--- config.mk ---
export PLATFORM = sky130hd
export DESIGN_NAME = motor_direction_controller
export DESIGN_NICKNAME = d
export VERILOG_FILES = /design/src/rtl/mdc_pkg.sv /design/src/rtl/motor_direction_controller.sv
export SDC_FILE = /design/constraint.sdc
export NUM_CORES = 1
export LEC_CHECK = 0
export BUFFER_PORTS_ARGS = -buffer_cell sky130_fd_sc_hd__buf_2
export CAP_MARGIN = 10
export CORE_MARGIN = 1
export CORE_UTILIZATION = 30
export DETAILED_ROUTE_END_ITERATION = 10
export PLACE_DENSITY_LB_ADDON = 0.25
export SYNTH_ARGS = -nofsm -noshare
export SYNTH_HDL_FRONTEND = slang
export SYNTH_SLANG_ARGS = --single-unit
--- constraint.sdc ---
create_clock -name clk -period 5.75 [get_ports clk]
set_clock_uncertainty 0.2 [all_clocks]
set_input_delay 1.725 -clock clk [delete_from_list [all_inputs] [get_ports clk]]
set_output_delay 1.725 -clock clk [all_outputs]
set_load 0.005 [all_outputs]
--- src/rtl/mdc_pkg.sv ---
package mdc_pkg;

	// Motion states, also used as the reported state code
	typedef enum logic [2:0] {
		ST_NONE     = 3'd0,
		ST_FORWARD  = 3'd1,
		ST_BACKWARD = 3'd2,
		ST_STOP     = 3'd3,
		ST_STANDBY  = 3'd4
	} motion_t;

	// Remote command codes
	typedef enum logic [2:0] {
		CMD_NONE     = 3'd0,
		CMD_FORWARD  = 3'd1,
		CMD_BACKWARD = 3'd2,
		CMD_STOP     = 3'd3,
		CMD_STANDBY  = 3'd4
	} cmd_t;

	// Register indexes (word address)
	typedef enum logic [1:0] {
		REG_RUN_DUTY     = 2'd0,
		REG_PRESS_LOCK   = 2'd1,
		REG_RUN_TIMEOUT  = 2'd2,
		REG_UNUSED       = 2'd3
	} reg_idx_t;

	localparam int TICK_W = 16;
	localparam int DUTY_W = 8;

	localparam logic [TICK_W-1:0] TICK_MAX            = '1;
	localparam logic [DUTY_W-1:0] RUN_DUTY_RESET      = 8'd250;
	localparam logic [TICK_W-1:0] PRESS_LOCKOUT_RESET = 16'd300;
	localparam logic [TICK_W-1:0] RUN_TIMEOUT_RESET   = 16'd30000;

	// Button cycle positions
	localparam logic [1:0] BTN_NEXT_FWD  = 2'd0;
	localparam logic [1:0] BTN_NEXT_BWD  = 2'd1;
	localparam logic [1:0] BTN_NEXT_STOP = 2'd2;

	// Saturating tick increment
	function automatic logic [TICK_W-1:0] tick_inc(input logic [TICK_W-1:0] t);
		tick_inc = (t == TICK_MAX) ? t : t + 1'b1;
	endfunction

endpackage

--- src/rtl/motor_direction_controller.sv ---
// Motor direction controller, one input transfer per millisecond tick.
// Input stream (s_*): each transfer is one tick carrying an optional remote
// command and the button level. Output stream (m_*): exactly one result per
// tick with the motion state, sleep/phase/duty pin levels and a report flag.
// The user must write the APB registers (run duty, press lockout, run
// timeout) only while no tick is in flight; the block does not enforce it.
// The result appears in the cycle after the input transfer, held in the
// output register. Throughput: one tick per cycle; the whole state
// update is a single pass of compare and select logic feeding the state and
// output registers, so s_tready stays high while the output register is
// empty or being taken in the same cycle.
// When the receiver stalls, the result holds in the output register and
// s_tready drops until it is taken; no result is dropped or repeated.
// Reset puts the motor in standby with the driver asleep, duty zero, all
// counters cleared and the registers at their defaults.
module motor_direction_controller
	import mdc_pkg::*;
(
	input  logic        clk,
	input  logic        arst_n,
	// input tick stream
	input  logic        s_tvalid,
	output logic        s_tready,
	input  logic [7:0]  s_tdata,   // [2:0] cmd, [3] button_pressed
	// result stream
	output logic        m_tvalid,
	input  logic        m_tready,
	output logic [15:0] m_tdata,   // [2:0] run_state, [3] driver_awake,
	                               // [4] phase_forward, [12:5] pwm_duty,
	                               // [13] report_state
	// configuration
	input  logic        psel,
	input  logic        penable,
	input  logic        pwrite,
	input  logic [3:0]  paddr,
	input  logic [31:0] pwdata,
	output logic [31:0] prdata,
	output logic        pready
);

	// configuration registers
	logic [DUTY_W-1:0] run_duty_q;
	logic [TICK_W-1:0] press_lockout_q;
	logic [TICK_W-1:0] run_timeout_q;

	// controller state
	motion_t           state_q;
	logic              phase_q;
	logic              awake_q;
	logic [DUTY_W-1:0] duty_q;
	logic [TICK_W-1:0] run_ticks_q;
	logic [TICK_W-1:0] press_ticks_q;
	logic              latch_q;
	logic [1:0]        cycle_q;
	motion_t           last_rep_q;

	// output register
	logic              m_valid_q;
	logic [15:0]       m_data_q;

	// next-state values
	motion_t           state_d;
	logic              phase_d;
	logic              awake_d;
	logic [DUTY_W-1:0] duty_d;
	logic [TICK_W-1:0] run_ticks_d;
	logic [TICK_W-1:0] press_ticks_d;
	logic              latch_d;
	logic [1:0]        cycle_d;
	logic              changed;
	logic              report;
	logic              press_ok;
	logic              in_xfer;
	logic              cfg_wr;
	cmd_t              cmd;
	logic              pressed;
	reg_idx_t          reg_idx;

	assign cmd      = cmd_t'(s_tdata[2:0]);
	assign pressed  = s_tdata[3];
	assign s_tready = !m_valid_q || m_tready;
	assign in_xfer  = s_tvalid && s_tready;
	assign m_tvalid = m_valid_q;
	assign m_tdata  = m_data_q;

	// APB access
	assign pready  = 1'b1;
	assign reg_idx = reg_idx_t'(paddr[3:2]);
	assign cfg_wr  = psel && penable && pwrite && pready;

	always_comb begin
		unique case (reg_idx)
			REG_RUN_DUTY:    prdata = {{(32-DUTY_W){1'b0}}, run_duty_q};
			REG_PRESS_LOCK:  prdata = {{(32-TICK_W){1'b0}}, press_lockout_q};
			REG_RUN_TIMEOUT: prdata = {{(32-TICK_W){1'b0}}, run_timeout_q};
			default:         prdata = '0;
		endcase
	end

	always_ff @(posedge clk or negedge arst_n) begin
		if (!arst_n) begin
			run_duty_q      <= RUN_DUTY_RESET;
			press_lockout_q <= PRESS_LOCKOUT_RESET;
			run_timeout_q   <= RUN_TIMEOUT_RESET;
		end else if (cfg_wr) begin
			unique case (reg_idx)
				REG_RUN_DUTY:    run_duty_q      <= pwdata[DUTY_W-1:0];
				REG_PRESS_LOCK:  press_lockout_q <= pwdata[TICK_W-1:0];
				REG_RUN_TIMEOUT: run_timeout_q   <= pwdata[TICK_W-1:0];
				default: ;
			endcase
		end
	end

	// one tick: command, then button, then run timeout
	always_comb begin
		state_d       = state_q;
		phase_d       = phase_q;
		awake_d       = awake_q;
		duty_d        = duty_q;
		run_ticks_d   = tick_inc(run_ticks_q);
		press_ticks_d = tick_inc(press_ticks_q);
		latch_d       = latch_q;
		cycle_d       = cycle_q;
		changed       = 1'b0;

		// remote command
		case (cmd) inside
			CMD_FORWARD, CMD_BACKWARD: begin
				awake_d     = 1'b1;
				phase_d     = (cmd == CMD_FORWARD);
				duty_d      = run_duty_q;
				run_ticks_d = '0;
				state_d     = (cmd == CMD_FORWARD) ? ST_FORWARD : ST_BACKWARD;
				changed     = 1'b1;
			end
			CMD_STOP: begin
				cycle_d     = BTN_NEXT_FWD;
				awake_d     = 1'b1;
				duty_d      = '0;
				run_ticks_d = '0;
				state_d     = ST_STOP;
				changed     = 1'b1;
			end
			CMD_STANDBY: begin
				cycle_d     = BTN_NEXT_FWD;
				awake_d     = 1'b0;
				duty_d      = '0;
				run_ticks_d = '0;
				state_d     = ST_STANDBY;
				changed     = 1'b1;
			end
			default: ;
		endcase

		// button: lockout strictly passed and released since last press
		press_ok = pressed && (press_ticks_d > press_lockout_q) && !latch_q;
		if (press_ok) begin
			press_ticks_d = '0;
			latch_d       = 1'b1;
			run_ticks_d   = '0;
			awake_d       = 1'b1;
			changed       = 1'b1;
			if (cycle_d == BTN_NEXT_FWD) begin
				cycle_d = BTN_NEXT_BWD;
				phase_d = 1'b1;
				duty_d  = run_duty_q;
				state_d = ST_FORWARD;
			end else if (cycle_d == BTN_NEXT_BWD) begin
				cycle_d = BTN_NEXT_STOP;
				phase_d = 1'b0;
				duty_d  = run_duty_q;
				state_d = ST_BACKWARD;
			end else begin
				cycle_d = BTN_NEXT_FWD;
				duty_d  = '0;
				state_d = ST_STOP;
			end
		end else if (!pressed) begin
			latch_d = 1'b0;
		end

		// hard run timeout
		if ((state_d == ST_FORWARD || state_d == ST_BACKWARD) &&
		    run_ticks_d >= run_timeout_q) begin
			cycle_d     = BTN_NEXT_FWD;
			awake_d     = 1'b0;
			duty_d      = '0;
			run_ticks_d = '0;
			state_d     = ST_STANDBY;
			changed     = 1'b1;
		end

		report = changed || (state_d != last_rep_q);
	end

	// state registers, updated once per accepted tick
	always_ff @(posedge clk or negedge arst_n) begin
		if (!arst_n) begin
			state_q       <= ST_STANDBY;
			phase_q       <= 1'b0;
			awake_q       <= 1'b0;
			duty_q        <= '0;
			run_ticks_q   <= '0;
			press_ticks_q <= '0;
			latch_q       <= 1'b0;
			cycle_q       <= BTN_NEXT_FWD;
			last_rep_q    <= ST_NONE;
		end else if (in_xfer) begin
			state_q       <= state_d;
			phase_q       <= phase_d;
			awake_q       <= awake_d;
			duty_q        <= duty_d;
			run_ticks_q   <= run_ticks_d;
			press_ticks_q <= press_ticks_d;
			latch_q       <= latch_d;
			cycle_q       <= cycle_d;
			if (report) begin
				last_rep_q <= state_d;
			end
		end
	end

	// output register
	always_ff @(posedge clk or negedge arst_n) begin
		if (!arst_n) begin
			m_valid_q <= 1'b0;
		end else if (in_xfer) begin
			m_valid_q <= 1'b1;
		end else if (m_tready) begin
			m_valid_q <= 1'b0;
		end
	end

	always_ff @(posedge clk) begin
		if (in_xfer) begin
			m_data_q <= {2'b00, report, duty_d, phase_d, awake_d, state_d};
		end
	end

endmodule
Yosys cells after proc, flatten, opt, wreduce, memory -nomap -nowiden

Index checks and enable logic that the tools add are counted.

Add/subtract/negate cells: 2
Order comparisons: 2
Equality and inequality tests: 13
Muxes and demuxes: 49
Reductions and logical operators: 20

Operator list:

| operator                                              | count |
|---|---|
| 2-to-1 mux 16 bit                                     | 8 |
| 2-to-1 mux 8 bit                                      | 7 |
| case mux 16 bit (3 select lines)                      | 1 |
| adder 16 x 1 -> 16 bit, second input constant         | 2 |
| == test 16 bit, second input constant                 | 2 |
| 2-to-1 mux 1 bit                                      | 19 |
| 2-to-1 mux 2 bit                                      | 9 |
| greater-or-equal comparator 16 bit                    | 1 |
| greater-than comparator 16 bit                        | 1 |
| 2-to-1 mux 3 bit                                      | 5 |
| AND reduction 2 bit                                   | 5 |
| == test 3 x 2 -> 1 bit, second input constant         | 3 |
| == test 3 x 1 -> 1 bit, second input constant         | 2 |
| logical AND 1 bit                                     | 6 |
| == test 2 x 1 -> 1 bit, second input constant         | 2 |
| logical NOT 2 bit                                     | 2 |
| == test 3 bit, second input constant                  | 1 |
| logical OR 1 bit                                      | 3 |
| inequality test 3 bit                                 | 1 |
| == test 2 bit, second input constant                  | 1 |
| logical NOT 1 bit                                     | 2 |
| inequality test 2 x 1 -> 1 bit, second input constant | 1 |
| nonzero test 2 bit                                    | 1 |
| OR reduction 2 bit                                    | 1 |

Register bits after elaboration: 106
Bits of input ports: 51
Output and inout bits: 51
Word-level logic and storage cells: 100

Logic depth before layout (Yosys ltp)

Gate-level depths: netlist (run 1).

Word-level depth: 15
Gate-level depth with buffers: 26

Worst setup path before layout (run 1)

Ideal clock, no wire load.

Path kind: register -> register
From: reg press_ticks_q[3]
To: reg last_rep_q[2]
Arrival time: 5642 ps
Required time: 5425 ps
Slack: -217 ps
Cell stages (with the launch flop): 27
Path buffers: 3
Period minus slack after synthesis: 5967 ps
Path through: dfrtp_1 buf_2 and4_1 and4_1 nand4_1 and2_1 and3_1 xor2_1 ha_1 a41o_1 a21oi_1 nor4_1 o31a_2 nand2_1 nand2_2 buf_6 clkbuf_1 nor2_1 ha_1 a2111oi_0 o21ai_0 a221oi_1 o21ai_0 and2_1 nor4_1 a31oi_1 mux2_2

Longest elaborated chain between the ends: 13
Elaborated cells on any way between the ends: 19
Classes of those cells: add/sub (1); order compare (2); eq/ne (4); mux (6); reduce/logical (6)

Ends and longest elaborated chain:

| what                                                                                       | line                              | text |
|---|---|---|
| start, declared                                                                            | motor_direction_controller.sv:52  | `logic [TICK_W-1:0] press_ticks_q;` |
| start signal, assigned                                                                     | motor_direction_controller.sv:215 | `press_ticks_q <= press_ticks_d;` |
| adder 16 x 1 -> 16 bit / == test 16 bit (equally long branches)                            | mdc_pkg.sv:44                     | `tick_inc = (t == TICK_MAX) ? t : t + 1'b1;` |
| 2-to-1 mux 16 bit *                                                                        | mdc_pkg.sv:44                     |  |
| greater-than comparator 16 bit *                                                           | motor_direction_controller.sv:157 | `press_ok = pressed && (press_ticks_d > press_lockout_q) && !latch_q;` |
| logical AND 1 bit * (2 in series)                                                          | motor_direction_controller.sv:157 |  |
| parallel branches: the longest is 8 deep, another holds greater-or-equal comparator 16 bit | -                                 |  |
| end signal, assigned                                                                       | motor_direction_controller.sv:219 | `last_rep_q <= state_d;` |
| end, declared                                                                              | motor_direction_controller.sv:55  | `motion_t last_rep_q;` |

Mark *: on every way between the ends.
A chain may end at the register's enable or synchronous reset.

Final worst setup path (run 1)

From: reg press_ticks_q[0]
To: reg last_rep_q[2]

Same word-level chain as after synthesis.

==> key figures, run 1 <==
Cells and area
  • Area Overhead vs Synth: 25.3%
  • Reg area: 2750 µm²
  • Nets: 903
  • Share of layout cells above drive strength 1: 0.303
  • Fin area: 8060 µm²
  • Area occupied by multi-input gates: 3550 µm²
  • Most frequent cells in the layout: nand2_1, buf_4, dfrtp_1
  • Core Util, Final: 0.383
  • Most common cell after layout, fill and taps aside: nand2_1
  • # fillers: 2102

Global routing
  • Vias in the first global route: 5093
  • Antenna violations before repair: 1
  • Largest net degree at the start of global routing: 74
  • Global-route wire length before repair: 28.0 mm
  • GRT Residual Overflow: 0
  • GRT Util Overall: 0.164

Clocking
  • CTS Buf Count: 9
  • CTS Sinks: 106
  • H-tree lvl count: 3
  • CTS tree: yes
  • Worst skew pair latency: 360 ps
  • Longest Clk Path Bufs: 2
  • Clock-pin slew on the worst setup and hold paths: 70 ps
  • CTS root buf: clkbuf_16

Route
  • Final ANT Viol Nets: 0
  • DR pass1 iterations: 5
  • Routed via count: 5446
  • Post-detailed-routing wire length: 17.5 mm
  • Drt via density: 4.96
  • Drt initial violations: 328
  • WL/cell: 16.0 µm
  • # DRC: 0

Synth
  • Post-Syn Area: 6430 µm²
  • Cells after Synth: 693
  • Synth warn: 0
  • Top FF cell, synth: dfrtp_1
  • Seq cells post-synth: 106
  • Synth cell types: 61
  • Yosys top cell area share: 0.288
  • Seq/Total Area, Yosys: 0.427
  • Ys async rst share: 0.868
  • Synthesized area per cell: 9.28 µm²
  • Top post-synthesis cells by area: dfrtp_1, dfstp_2, ha_1
  • Biggest area consumer among synthesized cells: dfrtp_1
  • Post-synth EDFFs: 14

Timing
  • Minimum clock period: 5530 ps
  • Worst Max-Slew Pin Slew: 946 ps
  • Setup-failing EPs final: 0
  • Max Slew Vio Count: 0
  • Tcrit/Tclk final: 0.962
  • FMAX: 181 MHz
  • Slew margin rel.: 0.369
  • Final-report hold violation count: 0
  • Hold Worst Slack: 290 ps

Pwr
  • Flop pwr share: 0.431
  • Overall power: 2.34 mW
  • Comb pwr share: 0.318
  • Int Pwr: 1.57 mW
  • Clock power share: 0.252
  • Power Dens Cells: 290 nW/µm²
  • Sw power: 0.769 mW
  • Leak: 3.72 nW
  • Switching Fraction: 0.328
  • Highest ir drop seen on vdd: 158 µV

Setup path
  • Startpoint Class: flop
  • Worst R2R Start: press_ticks_q[0]
  • Max FO, Critical Path: 8
  • Worst reg-to-reg setup slack: 220 ps
  • Worst path max stage delay: 420 ps
  • Worst reg-to-reg path cell count: 26
  • Critical Path RT: 5800 ps
  • Reg-to-Reg End: last_rep_q[2]
  • CP Capture Type: flop
  • Crit path to: last_rep_q[2]
  • Most used cell, CP: ha_1
  • CP max stage cell: a2111o_1
  • CP Class: reg -> reg
  • Worst Path Arrival: 5580 ps
  • Crit. Startpoint: press_ticks_q[0]

Floorplan
  • Die area: 22000 µm²
  • IO Count: 102
  • Die width: 148 µm
  • Die height: 148 µm
  • Initial core utilization: 0.306
  • Core box area: 21000 µm²
  • Rows: 53

Outcome
  • Status: finished, final reports clean

Place
  • Placed Area: 7490 µm²
  • Final HPWL DP: 12.7 mm
  • Routability cong.: 0.820
  • Port bufs: 60

Min path
  • Hold Crit Class: reg -> reg

Run
  • Maxcap violations: 0
## what timing repair did
action | CTS | global route
setup endpoints to repair | 36 | 45
hold buffers | 0 | 0
gates resized for setup | 21 | 34
cloned | 0 | 0
pin swaps | 17 | 22
buffers inserted | 4 | 5
## synth_stat cells, drive strengths merged, types with 10 or more instances
master and number:
dfstp 18, o41ai 11, dfrtp 74, inv 37
nor2 41, xnor2 13, mux2 14, a21oi 33
xor2 14, mux2i 11, a21o 13, nand2 96
buf 29, ha 34, clkbuf 22, edfxtp 14
nand4 10, o21ai 70, a22o 22, nand3 17
## state kept, by name, summed over array words and instances, names as in the netlist, 2 cells and up
name / flops
run_duty_q: 8
last_rep_q: 3
duty_q: 8
state_q: 3
run_ticks_q: 16
press_ticks_q: 16
cycle_q: 2
m_tdata: 14
run_timeout_q: 16
press_lockout_q: 16
## power groups by stage
| stage | registers (mW) | clock network (mW) | logic (mW) |
|---|---|---|---|
| after floorplan | 1.00 | 0 | 0.426 |
| after global placement | 1.02 | 0 | 0.671 |
| after detailed placement | 1.02 | 0 | 0.679 |
| after CTS | 1.01 | 0.614 | 0.708 |
| after global routing | 1.03 | 0.640 | 0.831 |
| final | 1.01 | 0.589 | 0.743 |
## worst min path at each step
stage,start,slack (ps),to,cells after the start
floorplan,phase_q,250,phase_q,2
global placement,phase_q,260,phase_q,2
detailed placement,phase_q,270,phase_q,2
CTS,phase_q,290,phase_q,2
global route,duty_q[5],300,duty_q[5],1
finish,phase_q,290,phase_q,2
## critical path, delay by kind of cell, from the launching register on
kind	cells	cell delay (ps)
AO/OA/AOI/OAI	8	1760
AND/OR/NAND/NOR	11	1510
adder cells (fa/ha/maj)	3	770
flip-flops	1	380
buffers and inverters	2	330
multiplexers	1	290
XOR/XNOR	1	170
## stage by stage
step	setup WS, ps	cells	setup TNS [ps]
floorplan	27.5	710	0
global placement	-207	1073	-2440
detailed placement	-189	1073	-2420
CTS	2.97	1093	0
global route	-36.0	1098	-154
finish	219	1099	0
## layer usage
| layer | GRT usage | routed length, µm |
|---|---|---|
| met5 | 0 | 0 |
| met4 | 0.0371 | 170 |
| met3 | 0.0313 | 699 |
| met2 | 0.263 | 8080 |
| met1 | 0.228 | 8600 |
## cell families (layout without fill, tap and decap cells)
kind of cell	count (synthesis)	count (layout)	synth area share
AO/OA/AOI/OAI	192	192	0.201
AND/OR/NAND/NOR	219	219	0.160
other	2	20	0.00117
buffers and inverters	88	201	0.0673
multiplexers	25	25	0.0416
adder cells (fa/ha/maj)	34	34	0.0661
XOR/XNOR	27	27	0.0368
flip-flops	106	106	0.427
## layout make-up
| cell class | count | area share |
|---|---|---|
| clock inverters | 4 | 0.00342 |
| clock buffers | 12 | 0.0306 |
| multi-input cells | 516 | 0.440 |
| repair buffers | 148 | 0.125 |
| well taps | 275 | 0.0427 |
| diodes | 1 | 0.000311 |
| flip-flops and latches | 106 | 0.341 |
| inverters | 37 | 0.0172 |
No activity file was read; power rests on OpenSTA's default activity.
==> inputs of run 2 (changes only) <==
Settings changed: GPL_TIMING_DRIVEN from default to 0, RECOVER_POWER from default to 100.
==> run 2 against run 1 <==
The run now ends with capacitance limit, slew limit, setup timing left. Worst hold slack improved by 3.1 ps. Sequential share of layout area fell by 2.1 points. Register-to-register slack got worse by 250 ps. Clock-buffer cell count fell by 3. Flip-flop and latch count did not move. Routed wire length rose by 12%. Global-route usage rose by 1.7 points. First-iteration DRC count rose by 13%. Sequential power barely moved. Non-clock buffer count rose by 21. Combinational power rose by 4.2%. Largest cell class unchanged.
==> key figures, run 2 (synthesized netlist as in run 1, its figures left out) <==
Route
  • Drt via density: 5.07 (+2.4%)
  • Final ANT Viol Nets: 0 (unchanged)
  • WL/cell: 17.6 µm (+10%)
  • DR pass1 iterations: 5 (unchanged)
  • Drt initial violations: 372 (+13%)
  • # DRC: 0 (unchanged)
  • Post-detailed-routing wire length: 19.7 mm (+12%)
  • Routed via count: 5678 (+4.3%)

Floorplan
  • Die area: 22000 µm² (unchanged)
  • IO Count: 102 (unchanged)
  • Core box area: 21000 µm² (unchanged)
  • Die height: 148 µm (unchanged)
  • Initial core utilization: 0.306 (unchanged)
  • Die width: 148 µm (unchanged)
  • Rows: 53 (unchanged)

Min path
  • Hold Crit Depth: 1 (-1)
  • Hold Crit Class: reg -> reg

Setup path
  • Startpoint Class: flop
  • Most used cell, CP: and2_4
  • CP Class: reg -> reg
  • Worst path max stage delay: 370 ps (-50 ps)
  • Critical Path RT: 5800 ps (about the same)
  • Worst Path Arrival: 5820 ps (+240 ps)
  • CP max stage cell: dfrtp_1
  • Worst reg-to-reg path cell count: 27 (+3.8%)
  • CP Capture Type: flop
  • Max FO, Critical Path: 6 (-2)

Pwr
  • Highest ir drop seen on vdd: 155 µV (-2.4%)
  • Leak: 3.85 nW (+3.5%)
  • Power Dens Cells: 283 nW/µm² (-2.5%)

Cells and area
  • Share of layout cells above drive strength 1: 0.318 (+0.0150)
  • Most frequent cells in the layout: nand2_1, dfrtp_1, buf_4
  • Area Overhead vs Synth: 33.7%
  • Most common cell after layout, fill and taps aside: nand2_1
  • Diode count: 0 (-1)
  • Nets: 924 (+2.3%)
  • Fin area: 8600 µm² (+6.7%)
  • Reg area: 2750 µm² (about the same)
  • Core Util, Final: 0.409 (+0.0257)
  • # fillers: 2076 (-1.2%)
  • Area occupied by multi-input gates: 3890 µm² (+9.6%)

Timing
  • Final-report hold violation count: 0 (unchanged)
  • Worst Max-Slew Pin Slew: 2300 ps (+1360 ps)
  • Fin Setup TNS: -27.4 ps (-27.4 ps)
  • Setup-failing EPs final: 1 (+1)
  • Slack of the critical path: -27.4 ps (-247 ps)
  • Minimum clock period: 5780 ps (+247 ps)
  • Max Slew Vio Count: 40 (+40)
  • RSZ-0062 raised after global routing: true
  • FMAX: 173 MHz (-4.3%)
  • Tcrit/Tclk final: 1.00 (+0.0429)
  • Slew margin rel.: -0.535 (-0.904)

Global routing
  • Global-route wire length before repair: 30.5 mm (+9.0%)
  • GRT Util Overall: 0.182 (+0.0174)
  • Antenna violations before repair: 0 (-1)
  • GRT Residual Overflow: 0 (unchanged)
  • Largest net degree at the start of global routing: 55 (-26%)
  • Vias in the first global route: 5397 (+6.0%)

Clocking
  • Post-CTS Hold Fix Bufs: 0 (unchanged)
  • Worst skew pair latency: 360 ps (about the same)
  • Longest Clk Path Bufs: 2 (unchanged)
  • CTS Buf Count: 9 (unchanged)
  • CTS Sinks: 106 (unchanged)
  • CTS root buf: clkbuf_16
  • Clock-pin slew on the worst setup and hold paths: 80 ps (about the same)
  • H-tree lvl count: 3 (unchanged)
  • CTS tree: yes

Place
  • Placed Area: 7190 µm² (-4.1%)
  • Port bufs: 60 (unchanged)
  • Routability cong.: 0.845 (+3.1%)
  • Final HPWL DP: 13.7 mm (+7.6%)

Run
  • Maxcap violations: 1 (+1)

Outcome
  • Violated checks: capacitance limit, slew limit, setup timing
  • Status: finished with violations
[run 2: cell count changes in the layout (fill, tap and decap cells not counted), moves of 4 or more]
cell	delta
clkbuf_1	+26
buf_4	-18
nor2_2	-10
a21oi_1	-9
a21oi_2	+9
nor2_4	+9
o41ai_1	-7
buf_2	-6
buf_8	+5
o41ai_2	+5
buf_1	+4
clkbuf_16	+4
[run 2: worst max-delay path, delay by kind of cell, from the launching register on]
| kind | cells | cell delay (ps) |
|---|---|---|
| AOI/OAI and AO/OA | 7 | 1510 |
| muxes | 1 | 310 |
| adders and majority gates | 3 | 720 |
| and+or+nand+nor | 12 | 2050 |
| DFF | 1 | 370 |
| xor gates and xnor gates | 1 | 140 |
| buffers and inverters | 3 | 350 |
[run 2: repair_timing]
action	in CTS	in global routing
endpoints found under the setup margin	46	46
gates cloned	0	4
pin swaps	30	35
setup buffers	38	15
resized for setup	64	76
[run 2: final cells by class]
| cell class | instances | share of cell area |
|---|---|---|
| clock buffer | 9 | 0.0262 |
| buffer | 50 | 0.0406 |
| inverter | 37 | 0.0162 |
| timing repair buffer | 119 | 0.0973 |
| multi-input combinational | 516 | 0.452 |
| sequential | 106 | 0.319 |
| tap | 275 | 0.0400 |
| clock inverter | 7 | 0.00800 |
[run 2: metal layers]
| layer | vias up | track usage | routed length (µm) |
|---|---|---|---|
| li1 | 2738 | - | - |
| met1 | 2777 | 0.259 | 9510 |
| met2 | 138 | 0.279 | 8970 |
| met3 | 25 | 0.0325 | 785 |
| met4 | 0 | 0.0521 | 408 |
| met5 | - | 0 | 0 |
[run 2: report_power, final]
group | internal (mW) | total, mW | switching (mW)
sequential | 0.919 | 1.02 | 0.101
clock | 0.337 | 0.642 | 0.305
combinational | 0.349 | 0.774 | 0.425
[run 2: final timing paths]
check	start	to	slack (ps)
max in group asynchronous	arst_n	duty_q[6]	1100
setup reg to reg	press_ticks_q[0]	last_rep_q[2]	-30
hold / removal	duty_q[1]	duty_q[1]	290
setup / recovery	press_ticks_q[0]	last_rep_q[2]	-30
min in group asynchronous	arst_n	press_ticks_q[13]	1840
hold reg to reg	duty_q[1]	duty_q[1]	290
[run 2: metrics by stage]
| stage | hold WS [ps] | cells | total power, mW | setup WS, ps |
|---|---|---|---|---|
| after global placement | 272 | 1045 | 1.63 | -1650 |
| final | 293 | 1119 | 2.44 | -27.4 |
| after detailed placement | 270 | 1046 | 1.65 | -1690 |
| after CTS | 292 | 1100 | 2.39 | -34.0 |
| after floorplan | 249 | 710 | 1.43 | 27.5 |
| after global routing | 308 | 1119 | 2.58 | -290 |
==> inputs of run 3 (changes only) <==
Settings changed: CORE_UTILIZATION 30 to 52.
==> run 3 against run 2 <==
The run ends with capacitance limit, slew limit left. Cell area down 2.3%. Worst hold slack got worse by 12 ps. Die area shrank 42%. Largest cell class unchanged. Sequential share of layout area rose by 0.75 points. Combinational power increased by 11%. Sequential power is essentially flat. Clock power is 12% lower.
==> key figures, run 3 (synthesized netlist as in run 1, its figures left out) <==
Outcome
  • Status: finished with violations
  • Violated checks: capacitance limit, slew limit

Floorplan
  • Core box area: 12000 µm² (-43%)
  • IO Count: 102 (unchanged)
  • Rows: 40 (-25%)
  • Die area: 12800 µm² (-42%)
  • Initial core utilization: 0.536 (+0.230)
  • Die height: 113 µm (-24%)
  • Die width: 113 µm (-24%)

Timing
  • Setup-failing EPs final: 0 (-1)
  • Fin Setup TNS: 0 ps (+27.4 ps)
  • Final-report hold violation count: 0 (unchanged)
  • Max Slew Vio Count: 95 (+140%)
  • Worst Max-Slew Pin Slew: 1810 ps (-493 ps)
  • FMAX: 175 MHz (+1.3%)
  • Slack of the critical path: 47.5 ps (+74.9 ps)
  • Minimum clock period: 5700 ps (-74.9 ps)
  • Slew margin rel.: -0.206 (+0.329)
  • RSZ-0062 raised after global routing: true
  • Tcrit/Tclk final: 0.992 (-0.0130)

Cells and area
  • Most common cell after layout, fill and taps aside: nand2_1
  • Share of layout cells above drive strength 1: 0.310 (-0.00756)
  • Nets: 922 (-0.22%)
  • Area Overhead vs Synth: 30.6%
  • Fin area: 8400 µm² (-2.3%)
  • # fillers: 868 (-58%)
  • Most frequent cells in the layout: nand2_1, dfrtp_1, o21ai_0, buf_4, buf_2
  • Fin cells: 989 (-12%)
  • Diode count: 0 (unchanged)

Clocking
  • Post-CTS Hold Fix Bufs: 0 (unchanged)
  • CTS root buf: clkbuf_16
  • Longest Clk Path Bufs: 2 (unchanged)
  • CTS Sinks: 106 (unchanged)
  • Clock-pin slew on the worst setup and hold paths: 70 ps (about the same)
  • H-tree lvl count: 3 (unchanged)
  • CTS tree: yes
  • Worst skew pair latency: 360 ps (about the same)
  • CTS Buf Count: 9 (unchanged)

Setup path
  • Startpoint Class: flop
  • Worst reg-to-reg path cell count: 29 (+7.4%)
  • Worst path max stage delay: 420 ps (+50 ps)
  • CP max stage cell: dfrtp_1
  • Max FO, Critical Path: 6 (unchanged)
  • Worst reg-to-reg setup slack: 50 ps (+70 ps)
  • Worst R2R Start: press_ticks_q[0]
  • CP Capture Type: flop
  • CP Class: reg -> reg
  • Reg-to-Reg End: m_tdata[3]
  • Critical Path RT: 5640 ps (-160 ps)
  • Worst Path Arrival: 5590 ps (-230 ps)

Place
  • DP Cell Count: 918 (-12%)
  • Routability cong.: 0.873 (+3.3%)
  • Setup WS pre-CTS: -1210 ps (+482 ps)
  • Port bufs: 60 (unchanged)
  • Placed Area: 7030 µm² (-2.2%)
  • Final HPWL DP: 12.8 mm (-6.6%)

Route
  • # DRC: 0 (unchanged)
  • WL/cell: 19.9 µm (+13%)
  • Routed via count: 6103 (+7.5%)
  • Drt via density: 6.17 (+22%)
  • DR pass1 iterations: 5 (unchanged)
  • Final ANT Viol Nets: 0 (unchanged)
  • Drt initial violations: 536 (+44%)
  • Post-detailed-routing wire length: 19.7 mm (+0.22%)

Global routing
  • Antenna violations before repair: 0 (unchanged)
  • GRT Util Overall: 0.296 (+0.114)
  • Vias in the first global route: 5783 (+7.2%)
  • Largest net degree at the start of global routing: 62 (+13%)
  • GRT Residual Overflow: 0 (unchanged)
  • Global-route wire length before repair: 29.3 mm (-3.8%)

Min path
  • Hold Crit Depth: 2 (+1)
  • HP Start: phase_q
  • Hold Crit Class: reg -> reg
  • Endpoint of the worst hold path: phase_q

Pwr
  • Highest ir drop seen on vdd: 224 µV (+45%)
  • Leak: 3.85 nW (+0.19%)
  • Overall power: 2.45 mW (+0.68%)
  • Power Dens Cells: 292 nW/µm² (+3.1%)

Run
  • Maxcap violations: 2 (+1)
==> run 3: worst max-delay path by stage <==
stage | start | endpoint | slack, ps | depth (start not counted)
after detailed placement | press_ticks_q[0] | last_rep_q[2] | -1210 | 26
after global placement | press_ticks_q[3] | duty_q[6] | -1070 | 26
after CTS | press_ticks_q[0] | last_rep_q[2] | 6 | 26
after global routing | press_ticks_q[0] | last_rep_q[2] | -180 | 29
after floorplan | press_ticks_q[0] | last_rep_q[2] | 30 | 26
final | press_ticks_q[0] | m_tdata[3] | 50 | 29
==> run 3: cell type report <==
cell class,count,area [µm²],share of cell area
Sequential cell,106,2750,0.327
Tap cell,147,184,0.0219
Timing Repair Buffer,117,772,0.0919
Multi-Input combinational cell,516,3960,0.472
Clock buffer,12,236,0.0281
Clock inverter,4,18.8,0.00223
Inverter,37,139,0.0165
Buffer,50,342,0.0407
==> run 3: power by group <==
group	internal, mW	switching (mW)	leakage (nW)
registers	0.919	0.108	1.27
clock network	0.290	0.277	0.119
logic	0.385	0.472	2.47
==> run 3: stage by stage <==
step                      hold slack (ps)   util
after floorplan                       249      -
after global placement                268  0.583
after detailed placement              267  0.585
after CTS                             282  0.644
after global routing                  302  0.699
final                                 281  0.699
==> run 3: worst max-delay path, delay by kind of cell, from the launching register on <==
family                     cells  cell delay (ps)
AOI/OAI and AO/OA              7             1320
xor gates and xnor gates       1              140
adders and majority gates      3              810
buffers and inverters          7              930
DFF                            1              420
and+or+nand+nor               11             1590
==> run 3: metal layers <==
layer	vias up	part of all wire	global-route usage
met2	320	0.47	0.473
met5	-	0	0
met3	60	0.083	0.0616
met4	0	0.037	0.123
li1	2728	-	-
met1	2995	0.41	0.393
==> run 3: timing repair <==
item / in CTS / in global routing
setup endpoints to repair: 46 / 46
cloned: 1 / 3
pin swaps: 24 / 55
endpoints found under the hold margin: 0 / 0
setup buffers: 26 / 27
resized for setup: 48 / 97
